--- config.mk ---
export PLATFORM = sky130hd
export DESIGN_NAME = lacg_front
export DESIGN_NICKNAME = d
export VERILOG_FILES = /design/src/rtl/core/lacg_pkg.sv /design/src/rtl/core/lacg_front.sv
export SDC_FILE = /design/constraint.sdc
export NUM_CORES = 1
export LEC_CHECK = 0
export BUFFER_PORTS_ARGS = -buffer_cell sky130_fd_sc_hd__buf_2
export CELL_PAD_IN_SITES_DETAIL_PLACEMENT = 0
export CELL_PAD_IN_SITES_GLOBAL_PLACEMENT = 1
export CORE_ASPECT_RATIO = 0.8
export CORE_MARGIN = 2
export CORE_UTILIZATION = 35
export DETAILED_ROUTE_END_ITERATION = 12
export GPL_ROUTABILITY_DRIVEN = 1
export GPL_TIMING_DRIVEN = 0
export PLACE_DENSITY_LB_ADDON = 0.1
export SYNTH_ARGS = -nofsm -noshare
export SYNTH_HDL_FRONTEND = slang
export SYNTH_SLANG_ARGS = --single-unit
--- constraint.sdc ---
create_clock -name clk -period 26.6 [get_ports clk]
set_clock_uncertainty 0.1 [all_clocks]
set_input_delay 3.99 -clock clk [delete_from_list [all_inputs] [get_ports clk]]
set_output_delay 3.99 -clock clk [all_outputs]
set_load 0.02 [all_outputs]
--- src/rtl/core/lacg_pkg.sv ---
// ----------------------------------------------------------------------------
// lacg_pkg: shared types for the line angle cosine gradient block
// Segment record produced by the front end and carried through the queue.
// ----------------------------------------------------------------------------
package lacg_pkg;

  // One segment after classification: direction (possibly halved), the
  // larger magnitude for normalising, and the running left-shift count.
  typedef struct packed {
    logic [31:0] x;
    logic [31:0] y;
    logic [30:0] m;
    logic        half;
    logic [4:0]  lz;
  } nseg_t;

  typedef struct packed {
    nseg_t      s1;
    nseg_t      s2;
    logic [3:0] wrt;
    logic       deg;
  } front_t;

  localparam int QDEPTH = 2;

endpackage

--- src/rtl/core/lacg_front.sv ---
// ----------------------------------------------------------------------------
// lacg_front: request intake and segment classification
// Takes a request, forms both direction vectors, flags zero-length segments
// and pre-scales overlong ones, then hands the record to the queue.
// ----------------------------------------------------------------------------
module lacg_front
  import lacg_pkg::*;
(
  input  logic               clk,
  input  logic               rst_n,
  input  logic               start,
  output logic               busy,
  input  logic signed [31:0] in_line1_start_x,
  input  logic signed [31:0] in_line1_start_y,
  input  logic signed [31:0] in_line1_end_x,
  input  logic signed [31:0] in_line1_end_y,
  input  logic signed [31:0] in_line2_start_x,
  input  logic signed [31:0] in_line2_start_y,
  input  logic signed [31:0] in_line2_end_x,
  input  logic signed [31:0] in_line2_end_y,
  input  logic [3:0]         in_wrt_coord,
  input  logic               q_full,
  output logic               q_push,
  output front_t             q_data
);

  function automatic nseg_t seg_class(logic signed [31:0] sx, logic signed [31:0] sy,
                                      logic signed [31:0] ex, logic signed [31:0] ey);
    logic signed [32:0] dx;
    logic signed [32:0] dy;
    logic signed [32:0] hx;
    logic signed [32:0] hy;
    logic [32:0]        ax;
    logic [32:0]        ay;
    logic [32:0]        m;
    nseg_t              r;
    dx = 33'(ex) - 33'(sx);
    dy = 33'(ey) - 33'(sy);
    ax = dx[32] ? 33'(-dx) : 33'(dx);
    ay = dy[32] ? 33'(-dy) : 33'(dy);
    m  = (ax > ay) ? ax : ay;
    // halving truncates toward zero
    hx = dx + $signed({32'd0, dx[32]});
    hy = dy + $signed({32'd0, dy[32]});
    r.half = m[32] | m[31];
    r.m    = m[30:0];
    r.lz   = 5'd0;
    if (r.half) begin
      r.x = 32'(hx >>> 1);
      r.y = 32'(hy >>> 1);
    end else begin
      r.x = dx[31:0];
      r.y = dy[31:0];
    end
    return r;
  endfunction

  logic   front_v_r, front_v_nxt;
  front_t front_d_r, front_d_nxt;
  logic   accept;
  nseg_t  c1, c2;

  assign busy   = front_v_r & q_full;
  assign accept = start & ~busy;
  assign q_push = front_v_r & ~q_full;
  assign q_data = front_d_r;

  always_comb begin
    c1 = seg_class(in_line1_start_x, in_line1_start_y, in_line1_end_x, in_line1_end_y);
    c2 = seg_class(in_line2_start_x, in_line2_start_y, in_line2_end_x, in_line2_end_y);
    front_v_nxt = accept | (front_v_r & q_full);
    front_d_nxt = front_d_r;
    if (accept) begin
      front_d_nxt.s1  = c1;
      front_d_nxt.s2  = c2;
      front_d_nxt.wrt = in_wrt_coord;
      front_d_nxt.deg = ((c1.m == 31'd0) && !c1.half) || ((c2.m == 31'd0) && !c2.half);
    end
  end

  always_ff @(posedge clk) begin
    if (!rst_n) begin
      front_v_r <= 1'b0;
    end else begin
      front_v_r <= front_v_nxt;
    end
    front_d_r <= front_d_nxt;
  end

endmodule

[Word level (Yosys, flattened, before mapping)]
Cells that the tools add are included.
Storage, ports and cells
  register bits: 198
  input port bits: 264
  output and inout port bits: 209
Operators by class
  $add $sub $neg: 12
  magnitude comparators: 2
  mux-type cells: 8
  bitwise logic cells: 8
  reductions and logical operators: 7
Operators by type and width (number)
  $mux 33: 6
  $add 33x2->33: 4
  $neg 33->33: 4
  $sub 32x32->33: 4
  $mux 64: 2
  $gt 33x33->1: 2
  $logic_not 31->1: 2
  $and 1x1->1: 3
  $or 1x1->1: 3
  $logic_and 1x1->1: 2
  $logic_not 1->1: 2
  $not 1->1: 2
  $logic_or 1x1->1: 1

[Depth between registers and ports, before layout]
  depth after elaboration: 9
  gate-level depth with buffers: 32
  gate-level depth less buffers: 30

[Least setup slack after synthesis]
No wires, ideal clock.
  kind: input -> register
  start point: input port q_full
  end point: register front_d_r (netlist bit q_data[0]), enable pin
  arrival time: 12854 ps
  path slack: 12870 ps
  cell stages on the path: 2
  path buffers: 0
  path through: and2_1 nor2b_1
Between the ends
  word-level cells in the longest chain between the ends: 3
RTL lines
  start: declaration: line lacg_front.sv:22  | input logic q_full,
  $and 1x1->1: line lacg_front.sv:63  | assign busy = front_v_r & q_full;
  $not 1->1: line lacg_front.sv:64  | assign accept = start & ~busy;
  $and 1x1->1: line lacg_front.sv:64
  via accept: line lacg_front.sv:60  | logic accept;
  end signal: assignment: line lacg_front.sv:87  | front_d_r <= front_d_nxt;
  end: declaration: line lacg_front.sv:59  | front_t front_d_r, front_d_nxt;
The timed path passes the listed nets, and every way through them passes these cells.
A chain may end at the register's enable or synchronous reset.

[Final worst setup path]
  start point: input port in_line2_end_x[0]
  end point: register front_d_r (netlist bit q_data[0]) (data pin)
Between the ends
  word-level cells in the longest chain between the ends: 9
  elaborated cells on any way between the ends: 10
RTL lines
  start: declaration: line lacg_front.sv:19  | input logic signed [31:0] in_line2_end_x,
  $sub 32x32->33 *: line lacg_front.sv:37  | dx = 33'(ex) - 33'(sx);
  $neg 33->33: line lacg_front.sv:39  | ax = dx[32] ? 33'(-dx) : 33'(dx);
  $mux 33 *: line lacg_front.sv:39
  $gt 33x33->1: line lacg_front.sv:41  | m = (ax > ay) ? ax : ay;
  $mux 33 *: line lacg_front.sv:41
  parallel branches: the longest is 2 deep, another holds $logic_not 31->1
  $logic_and 1x1->1 *: line lacg_front.sv:77  | front_d_nxt.deg = ((c1.m == 31'd0) && !c1.half) || ((c2.m == 31'd0) && !c2.half);
  $logic_or 1x1->1 *: line lacg_front.sv:77
Every way passes the cells marked *.

==> qor.txt <==
Synth Register Bits: 198
Synth top area cells: edfxtp_1 (24%), ha_1 (10%), a21oi_1 (6.0%)
Worst r2r src: front_v_r$_SDFF_PN0_
Critical path class: in -> reg
Total Wirelength: 97.3 mm
Post-synth EDFFs: 197
Setup repair bufs after CTS: 0
WP data arrival: 14100 ps
Reg2Reg Depth: 5
CTS tree: yes
Seq/Total Area, Yosys: 24.4%
Port Buf Inserts: 462
Post-Syn Area: 0.0243 mm2
Relative slew slack: 3.44%
HP Start: front_v_r$_SDFF_PN0_
Core area: 0.0688 mm2
Routed vias: 26100
Total chip power: 0.00281 W
Worst Path Required: 26740 ps
Internal power: 0.00127 W
RSZ-0062 raised after global routing: false
GP Congestion: 0.955
CTS Sinks: 198
Final Max Tran Viols: 0
Reg-to-reg slack, setup: 24230 ps
Setup TNS: 0 ps
Netlist cell types: 97
Global-route wire length before repair: 145 mm
Post-Synthesis Cells: 3106
Worst Hold Class: reg -> reg
Synth Area in Adders: 10.7%
Post-CTS Resized: 0
Max Cap Violations: 0
Worst r2r dst: q_data[192]$_DFFE_PP_
Fin nets: 4073
Share of cells above drive strength 1: 16.7%
GR Overflow Total: 0
Max FO, Critical Path: 10
CP most frequent cell: nand4_1
Final HPWL DP: 79.7 mm
Vias in the first global route: 24400
Die area: 0.0715 mm2
GRT Util Overall: 26.4%
Starting Density: 35.3%
Mux share of post-synthesis cell area: 1.27%
Post-synth top area share: 24.4%
Startpoint Class: input port
TritonCTS Buffers: 17
Hold WS: 586 ps
Iteration-0 DRC Markers: 1925
Htree depth: 4
Worst slew pin tran: 1450 ps
Root Driver: clkbuf_16
Setup Viol. Count Final: 0
Flop pwr share: 22.0%
CTS Buffer Depth: 2
Switching Fraction: 54.8%
Routed length per instance: 21.4 um
Area Growth Syn to Fin: 17.5%
Most frequent cells in the layout: buf_2 (485), a21oi_1 (293), nand2_1 (259), nor2_1 (248), inv_1 (214)
Clock transition at the registers of the reported paths: 90 ps
Die width: 298 um
Clock network power share: 10.1%
CP max stage cell: a2111oi_0
Top Ports: 473
Net Sw Power: 0.00154 W
Synth area leader: edfxtp_1
Comb pwr share: 67.9%
Largest family of logic cells by synthesized area: compound AO/OA/AOI/OAI gates
# DRC: 0
Fin crit share: 52.5%
Hold_buf cts: 0
Async SR Flop Fraction: 0%
Die Height: 240 um
Pin count of the biggest net entering global routing: 39
Leak Pwr: 11.9 nW
Synth Area in Compound Gates: 25.7%
DRT antenna net count: 0
Worst Setup End Kind: flop
Cell Rows: 86
Setup slack after placement: 12300 ps
Drt via density: 5.74
Area of placed instances: 0.0279 mm2
Post-Synth Simple-Gate Area: 23.0%
Yosys Warn Count: 0
Pwr/cell area: 98.5 mW/mm2
Minimum clock period: 13960 ps
Design Area, Final: 0.0285 mm2
Mean Syn Cell Area: 7.82 um2
Max VDD drop: 0.0869 mV
Fin. Hold Viols: 0
Hold depth: 2
Clk_lat worst skew: 520 ps
FMAX: 71.6 MHz
Main synth FF type: edfxtp_1
Setup crit start: in_line2_end_x[0]
Hold path endpoint: front_v_r$_SDFF_PN0_
Initial antenna violation count: 4
Commonest non-fill, non-tap cell in the layout: buf_2
Status: completed
XOR/XNOR Fraction of Synth Area: 8.80%
Final WS setup: 12640 ps
Crit-path max cell delay: 730 ps
Pre-antenna DRT Iters: 5
## area by class of cell
cell class	instances	area, um2
Multi-Input combinational cell	2549	16900
Tap cell	924	1160
Clock buffer	17	425
Clock inverter	15	188
Antenna cell	2	5.00
Sequential cell	198	5940
Timing Repair Buffer	469	2440
Inverter	218	818
Buffer	150	636
Fill cell	7225	40200
## Yosys cell counts, types with 47 or more instances
cell / instances
xor2_1: 85
nand4_1: 64
nand2_1: 259
inv_1: 214
edfxtp_1: 197
a21oi_1: 293
nor3_1: 110
and3_1: 47
xnor2_1: 157
ha_1: 202
nor2_1: 248
a21o_1: 54
nand3_1: 111
clkbuf_1: 111
o21ai_0: 149
a31oi_1: 47
## flip-flops by register name, summed over array words and instances, names as in the netlist
signal,flops
q_data,197
front_v_r,1
## per-stage QoR
stage                     util (%)  std cells
after CTS                     41.5       4539
final                         41.5       4542
after global routing          41.5       4541
after global placement        40.4       4501
after floorplan                  -       3115
after detailed placement      40.6       4507
## routing by layer
| layer | global-route usage [%] | part of all wire (%) | vias up |
|---|---|---|---|
| met5 | 0 | 0 | - |
| met3 | 4.52 | 6.1 | 124 |
| met4 | 8.24 | 2.6 | 0 |
| li1 | - | - | 12600 |
| met1 | 36.5 | 46 | 12600 |
| met2 | 41.8 | 45 | 821 |
## kinds of logic (layout without fill, tap and decap cells)
group                    Yosys count  count (layout)
AO/OA/AOI/OAI                    954             954
other                              1              12
flip-flops                       198             198
buffers and inverters            368             869
adder cells (fa/ha/maj)          206             206
multiplexers                      30              30
AND/OR/NAND/NOR                 1106            1106
XOR/XNOR                         243             243
## worst max-delay path, delay by kind of cell
family          cells  cell delay (ps)
fa+ha+maj           3              830
buf+inv             5              890
simple gates       16             5040
compound gates      7             2760
xor+xnor            1              590
## worst max-delay path by stage
stage / endpoint / slack (ps)
after global routing: q_data[0]$_DFFE_PP_ / 11900
final: q_data[0]$_DFFE_PP_ / 12640
after floorplan: q_data[0]$_DFFE_PP_ / 12870
after detailed placement: q_data[0]$_DFFE_PP_ / 12300
after CTS: q_data[0]$_DFFE_PP_ / 12830
after global placement: q_data[182]$_DFFE_PP_ / 8320
## power groups by stage
stage / sequential (W) / clock [W] / combinational (W)
finish: 0.000619 / 0.000284 / 0.00191
global route: 0.000631 / 0.000299 / 0.00205
CTS: 0.000623 / 0.000293 / 0.00188
detailed placement: 0.000626 / 0 / 0.00187
global placement: 0.000633 / 0 / 0.00187
floorplan: 0.000784 / 0 / 0.000988
No activity file was read; power rests on OpenSTA's default activity.
