File: src/rtl/core/lacg_pkg.sv
// ----------------------------------------------------------------------------
// lacg_pkg: shared types for the line angle cosine gradient block
// Segment record produced by the front end and carried through the queue.
// ----------------------------------------------------------------------------
package lacg_pkg;

  // One segment after classification: direction (possibly halved), the
  // larger magnitude for normalising, and the running left-shift count.
  typedef struct packed {
    logic [31:0] x;
    logic [31:0] y;
    logic [30:0] m;
    logic        half;
    logic [4:0]  lz;
  } nseg_t;

  typedef struct packed {
    nseg_t      s1;
    nseg_t      s2;
    logic [3:0] wrt;
    logic       deg;
  } front_t;

  localparam int QDEPTH = 2;

endpackage

File: src/rtl/core/lacg_queue.sv
// ----------------------------------------------------------------------------
// lacg_queue: short request queue between front end and datapath
// Two-entry FIFO of classified records.
// ----------------------------------------------------------------------------
module lacg_queue
  import lacg_pkg::*;
(
  input  logic   clk,
  input  logic   rst_n,
  input  logic   push,
  input  front_t din,
  input  logic   pop,
  output front_t dout,
  output logic   full,
  output logic   empty
);

  front_t     mem_r [QDEPTH];
  logic       wp_r, wp_nxt;
  logic       rp_r, rp_nxt;
  logic [1:0] cnt_r, cnt_nxt;
  logic       do_pop;

  assign full   = (cnt_r == 2'(QDEPTH));
  assign empty  = (cnt_r == 2'd0);
  assign do_pop = pop & ~empty;
  assign dout   = mem_r[rp_r];

  always_comb begin
    wp_nxt  = push ? ~wp_r : wp_r;
    rp_nxt  = do_pop ? ~rp_r : rp_r;
    cnt_nxt = cnt_r + 2'(push) - 2'(do_pop);
  end

  always_ff @(posedge clk) begin
    if (!rst_n) begin
      wp_r  <= 1'b0;
      rp_r  <= 1'b0;
      cnt_r <= 2'd0;
    end else begin
      wp_r  <= wp_nxt;
      rp_r  <= rp_nxt;
      cnt_r <= cnt_nxt;
    end
    if (push) begin
      mem_r[wp_r] <= din;
    end
  end

endmodule

File: config.mk
export PLATFORM = sky130hd
export DESIGN_NAME = lacg_queue
export DESIGN_NICKNAME = d
export VERILOG_FILES = /design/src/rtl/core/lacg_pkg.sv /design/src/rtl/core/lacg_queue.sv
export SDC_FILE = /design/constraint.sdc
export NUM_CORES = 1
export LEC_CHECK = 0
export ABC_AREA = 1
export BUFFER_PORTS_ARGS = -buffer_cell sky130_fd_sc_hd__buf_4
export CAP_MARGIN = 10
export CORE_ASPECT_RATIO = 1.75
export CORE_MARGIN = 3
export CORE_UTILIZATION = 49
export CTS_BUF_LIST = sky130_fd_sc_hd__clkbuf_8
export CTS_CLUSTER_DIAMETER = 50
export DETAILED_ROUTE_END_ITERATION = 7
export HOLD_SLACK_MARGIN = 0.02
export PLACE_DENSITY = 0.86
export RECOVER_POWER = 50
export SLEW_MARGIN = 10
export SYNTH_ARGS = -nofsm -noshare
export SYNTH_HDL_FRONTEND = slang
export SYNTH_SLANG_ARGS = --single-unit
File: constraint.sdc
create_clock -name clk -period 12.3 [get_ports clk]
set_input_delay 2.46 -clock clk [delete_from_list [all_inputs] [get_ports clk]]
set_output_delay 2.46 -clock clk [all_outputs]
set_load 0.005 [all_outputs]
Word-level counts from Yosys, hierarchy flattened
Memory sizes are Yosys's and may differ from the RTL's. A register that Yosys moved wholly into a read port is not among the register bits.
Index checks and enable logic that the tools add are counted.
{"block": "word_totals", "reg_bits": 4, "mem_bits_rw": 414, "inputBits": 211, "memories": 1}
{"block": "classes", "n_addsub": 2, "eq_ne": 1, "n_mux": 4, "bitwise": 4, "n_reduce_logical": 1}
{"memory": "mem_r", "words": 2, "word_bits": 207, "read_ports": 1, "rd_ports_with_merged_regs": 1, "write_ports": 1, "line_no": "lacg_queue.sv:18", "rtl": "front_t mem_r [QDEPTH];"}
{"op": "1-bit two-way mux", "n": 4}
{"op": "1-bit inverter", "n": 3}
{"op": "2-bit by 1-bit adder with 2-bit output", "n": 1}
{"op": "2-bit == test (second input constant)", "n": 1}
{"op": "2-bit logical NOT", "n": 1}
{"op": "2-bit by 1-bit subtractor with 2-bit output", "n": 1}
{"op": "1-bit bitwise AND", "n": 1}

Longest topological paths before layout
Gate-level depths: netlist of run 1.
{"block": "logic_depth", "depth_word": 5, "ltp_mapped": 10, "depth_no_buf": 10}

Least setup slack after synthesis of run 1
Ideal clock, no wire load.
{"block": "synth_path", "kind": "input to register", "start": "input push", "end": "memory mem_r[0][0] in the netlist's numbering (enable)", "setup_time_ps": 784, "t_arrival_ps": 11150, "required_time_ps": 11516, "slack_ps": 367, "cell_stages": 2, "n_path_buf": 0, "cell_sequence": "inv_1 nor2_1"}
{"block": "synth_via", "elab_chain_len": 2}
{"item": "start, declared", "line_no": "lacg_queue.sv:10", "rtl": "input logic push,"}
{"item": "1-bit two-way mux", "line_no": "lacg_queue.sv:45", "rtl": "if (push) begin"}
{"item": "1-bit two-way mux (not written as such)", "line_no": "lacg_queue.sv:46", "rtl": "mem_r[wp_r] <= din;"}
{"item": "end, declared", "line_no": "lacg_queue.sv:18"}
Every way passes these cells.

Final worst setup path of run 1
{"block": "layout_path", "start": "input push", "end": "memory mem_r[0][158] in the netlist's numbering (enable)"}
The elaborated chain is that of the path after synthesis.

==> impl_metrics.ini, run 1 <==
[drt]
wl_met3_microns = 2639
top_layer = met5
wl_met2_microns = 19050
wire_per_inst_microns = 21.40
ant_nets = 0
vias_per_cell = 4.970
drc = 0
m1WireLength_microns = 10420
dr.pass1.iters = 4
via_count = 7892
drt_iter0_markers = 422
routed_wl_microns = 33980

[die]
ios = 420
core_area_sq_um = 31530
initial_utilization_pct = 49.81
design.die.area_sq_um = 34320
die_w_microns = 141.3
rows = 86
die_h_microns = 242.8

[global_route]
grt_overflow = 0
antenna_found_initial = 11
grt_pass1_vias = 8575
grt.total_usage_pct = 19.13
grt_max_degree = 126
grt_pass1_wl_microns = 49240

[status]
status = finished, violations left
failed_checks = capacitance limit, slew limit

[timing]
relSlewSlack_pct = -183.0
tightest_slew_ps = 4245
hold_viol = 0
rsz0062_at_grt = no
finClkSkew_ps = 16.06
slew_violations = 72
period_share_pct = 55.36
worst_slack_ps = 5491
setup_viol = 0
tns_ps = 0
finalCriticalPeriod_ps = 6809
fmax_mhz = 146.9

[placed_design]
portBuffers = 419
hpwlAfterDp_microns = 23890
place_congestion = 0.8261
dpl_cell_area_sq_um = 19200
place_ws_ps = 6984

[logic_synthesis]
ys_types = 12
yosys_warnings = 0
synth_area_leader_cell = edfxtp_1
ys_seq_elements = 419
synth_seq_area_share_pct = 79.80
syn_nets = 893
synthTopCellsByArea = edfxtp_1, mux2_4, mux2_2
synth_area_sq_um = 15700
netlist_instances = 680
yosysTopAreaCellShare_pct = 79.17
avgSynthCellArea_sq_um = 23.09

[cts]
cts_tree = yes
postCtsSetupBuffers = 0
root_buffer = clkbuf_8
clockBufferDepth = 3
clk_pin_slew_ps = 60
cts-resized-gates = 0
cts_inserted_buffers = 57
postCtsHoldBufs = 0
clk_latency_ps = 590
cts.sinks = 419
htreeDepth = 2

[worst_setup_path]
path_class = in2reg
cp_slowest_stage_delay_ps = 2960
crit_top_cell = clkbuf_1
worstPathArrival_ps = 7000
endpoint_kind = flop
crit_chain = clkbuf_1 > inv_1 > nor2_4 > clkbuf_1 > buf_4
cp-start-kind = input pin
cp_slowest_cell = clkbuf_1
critPathMaxFanout = 74
required_ps = 12490

[power_and_ir_drop]
p_leak_nw = 7.563
p_per_area_nw_per_um2 = 167.5
design_power_total_mw = 3.337
ir_drop_mv = 0.1523

[finish]
drive_gt1_share_pct = 52.70
fin_util_pct = 63.18
final_cell_mix = edfxtp_1, buf_4, clkbuf_4, mux2_4, clkbuf_1
syn2layout_area_growth_pct = 26.85
nets = 1355
layout_commonest_cell = edfxtp_1
final_area_sq_um = 19920

[hold_path]
min_path_type = reg2reg

[flow_run]
drv_cap = 1
## cells in the mapped netlist (all sizes together)
library cell,n
nand3,2
buf,23
nand2,8
ha,2
edfxtp,414
mux2,207
a21oi,1
dfxtp,5
nor2,10
inv,8
## where the power goes
part           switching (mW)  internal [mW]  total (mW)
sequential             0.0299           1.66        1.69
clock                   0.473          0.452       0.925
combinational           0.294          0.426       0.720
## per-layer routing
| metal | vias up | global-route usage, % |
|---|---|---|
| li1 | 3645 | - |
| met1 | 3794 | 18.49 |
| met2 | 346 | 35.69 |
| met3 | 101 | 5.460 |
| met4 | 6 | 10.33 |
| met5 | - | 0 |
## worst max-delay path, delay by kind of cell
kind          cells  cell delay (ps)
simple gates      1               70
buf+inv           4             4360
## per-stage QoR
stage                     cells  hold WS [ps]
after floorplan             680         467.5
after global placement     1479         480.3
after detailed placement   1479         499.7
after CTS                  1580         514.4
after global routing       1586         557.1
final                      1588         531.7
## cell families after synthesis
logic type	count (synthesis)	share of synthesized area (%)
AND/OR/NAND/NOR	20	0.4940
buffers and inverters	31	1.562
AO/OA/AOI/OAI	1	0.03184
multiplexers	207	17.95
adder cells (fa/ha/maj)	2	0.1593
flip-flops	419	79.80
## final cells by class
class,count,area [sq um]
sequential,419,12540
fill,2214,11610
multi-input combinational,230,2934
timing repair buffer,426,2905
clock buffer,57,784.5
tap,396,495.5
clock inverter,44,207.7
inverter,8,37.54
antenna,8,20.02
## registers in the layout (all words and copies together), names as in the netlist, named ones only
signal,count
cnt_r,2
mem_r,414
rp_r,1
wp_r,1
## final timing paths
kind	slack, ps	end	startpoint	cells past startpoint
worst min-delay path	530	rp_r	rp_r	2
worst max register to register	7260	mem_r[0][158]	wp_r	3
worst min register to register	530	rp_r	rp_r	2
worst max-delay path	5490	mem_r[0][158]	push	5
(Power assumes the default switching activity.)
==> run 2, diff against run 1 <==
--- a/config.mk
+++ b/config.mk
@@ -10,12 +10,12 @@
 export CAP_MARGIN = 10
 export CORE_ASPECT_RATIO = 1.75
 export CORE_MARGIN = 3
-export CORE_UTILIZATION = 49
+export CORE_UTILIZATION = 54
 export CTS_BUF_LIST = sky130_fd_sc_hd__clkbuf_8
 export CTS_CLUSTER_DIAMETER = 50
 export DETAILED_ROUTE_END_ITERATION = 7
 export HOLD_SLACK_MARGIN = 0.02
-export PLACE_DENSITY = 0.86
+export PLACE_DENSITY = 0.9
 export RECOVER_POWER = 50
 export SLEW_MARGIN = 10
 export SYNTH_ARGS = -nofsm -noshare
==> constraint.sdc (replaced) <==
create_clock -name clk -period 6.75 [get_ports clk]
set_input_delay 1.35 -clock clk [delete_from_list [all_inputs] [get_ports clk]]
set_output_delay 1.35 -clock clk [all_outputs]
set_load 0.005 [all_outputs]
==> impl_metrics.ini, run 2 (same netlist as run 1, synthesis figures left out) <==
[die]
design.die.area_sq_um = 31240
die_w_microns = 134.9
rows = 82
die_h_microns = 231.6
ios = 420
core_area_sq_um = 28630
initial_utilization_pct = 54.86

[cts]
postCtsSetupBuffers = 0
clk_pin_slew_ps = 70
clk_latency_ps = 610
postCtsHoldBufs = 0
cts_inserted_buffers = 56
clockBufferDepth = 3
cts.sinks = 419
root_buffer = clkbuf_8
htreeDepth = 2
cts_tree = yes
cts-resized-gates = 0

[worst_setup_path]
r2r_slack_ps = 2620
path_class = in2reg
required_ps = 6850
endpoint_kind = flop
crit_chain = clkbuf_1 > inv_1 > nor2_1 > clkbuf_2
cp_slowest_stage_delay_ps = 2920
rr_startpoint = wp_r
timing.rr.end = mem_r[0][138]
cp-start-kind = input pin
cp-endpoint = mem_r[0][138]
critPathMaxFanout = 159
cp.depth = 4
worstPathArrival_ps = 4840
crit_family = buffers and inverters
r2r_cells = 2
startpoint = push
critPathBufInv = 3
cp_slowest_cell = clkbuf_2

[timing]
relSlewSlack_pct = -183.2
finalCriticalPeriod_ps = 4734
rsz0062_at_grt = no
fmax_mhz = 211.2
hold_viol = 0
period_share_pct = 70.14
slew_violations = 209
setup_viol = 0
tightest_slew_ps = 4248
tns_ps = 0
finClkSkew_ps = 23.30

[global_route]
grt.total_usage_pct = 21.41
grt_pass1_wl_microns = 49760
grt_max_degree = 160
grt_pass1_vias = 8697
antenna_found_initial = 6
grt_overflow = 0

[drt]
dr.pass1.iters = 4
via_count = 8096
drt_iter0_markers = 479
ant_nets = 0
wire_per_inst_microns = 21.90
drc = 0
vias_per_cell = 5.153
routed_wl_microns = 34410

[flow_run]
drv_cap = 2

[placed_design]
place_congestion = 0.7808
hpwlAfterDp_microns = 23920
portBuffers = 419

[status]
status = finished, violations left
failed_checks = capacitance limit, slew limit

[finish]
largest_register = mem_r
layout_commonest_cell = edfxtp_1
syn2layout_area_growth_pct = 27.86
nets = 1354
largest_reg_flops = 414
drive_gt1_share_pct = 54.22
final_cell_mix = edfxtp_1, buf_4, clkbuf_4, mux2_4, mux2_2
reg_top3 = mem_r: 414 flops, cnt_r: 2 flops

[power_and_ir_drop]
p_leak_nw = 7.653
design_power_total_mw = 6.327
p_per_area_nw_per_um2 = 315.1
ir_drop_mv = 0.2757

[hold_path]
min_path_type = reg2reg
## run 2: cell count changes in the layout (fill, tap and decap cells not counted), sizes merged
cell / change
diode: -1
clkbuf: -1
inv: -5
clkinv: +2
bufinv: +5
clkinvlp: +1
## run 2: worst register-to-register path: stages, from the launching register on
cell and delay [ps]:
dfxtp_1 340, nor2_1 170, clkbuf_2 2920
## run 2: power by group
group          total [mW]  switching (mW)  internal (mW)
Sequential           3.11          0.0707           3.03
Clock                1.91           0.900           1.01
Combinational        1.31           0.540          0.773
Total                6.33            1.51           4.82
## run 2: cell type report
type                    instances  area, sq um
diodes                          7        17.52
clock buffers                  56        770.7
clock inverters                47        357.8
fillers                      1787         8546
inverters                       8        37.54
multi-input cells             230         2927
flip-flops and latches        419        12540
well taps                     378        473.0
repair buffers                426         2960
## run 2: layer usage
layer,vias to the layer above,global-route usage [%],routed length (microns)
met2,368,38.50,18900
met5,-,0,0
met1,3990,22.66,11340
met3,93,5.278,2490
li1,3645,-,-
met4,0,11.88,1681
## run 2: worst min path at each step
| stage | slack (ps) | startpoint | end | depth (start not counted) |
|---|---|---|---|---|
| floorplan | 470 | rp_r | flop | 2 |
| CTS | 510 | rp_r | rp_r | 2 |
| global placement | 490 | rp_r | rp_r | 2 |
| finish | 500 | rp_r | rp_r | 2 |
| global route | 550 | rp_r | rp_r | 2 |
| detailed placement | 490 | rp_r | rp_r | 2 |
## run 2: per-stage QoR
| step | cells | hold WS, ps | utilization, % | setup WS (ps) | instance area [sq um] |
|---|---|---|---|---|---|
| 2_1_floorplan | 680 | 467.5 | - | 766.9 | 15710 |
| 3_3_place_gp | 1461 | 493.1 | 67.09 | 3409 | 19200 |
| 4_1_cts | 1564 | 510.2 | 71.03 | 2708 | 20330 |
| 3_5_place_dp | 1461 | 494.6 | 67.09 | 3377 | 19200 |
| 5_1_grt | 1570 | 553.7 | 70.14 | 1729 | 20080 |
| 6_report | 1571 | 502.4 | 70.15 | 2016 | 20080 |
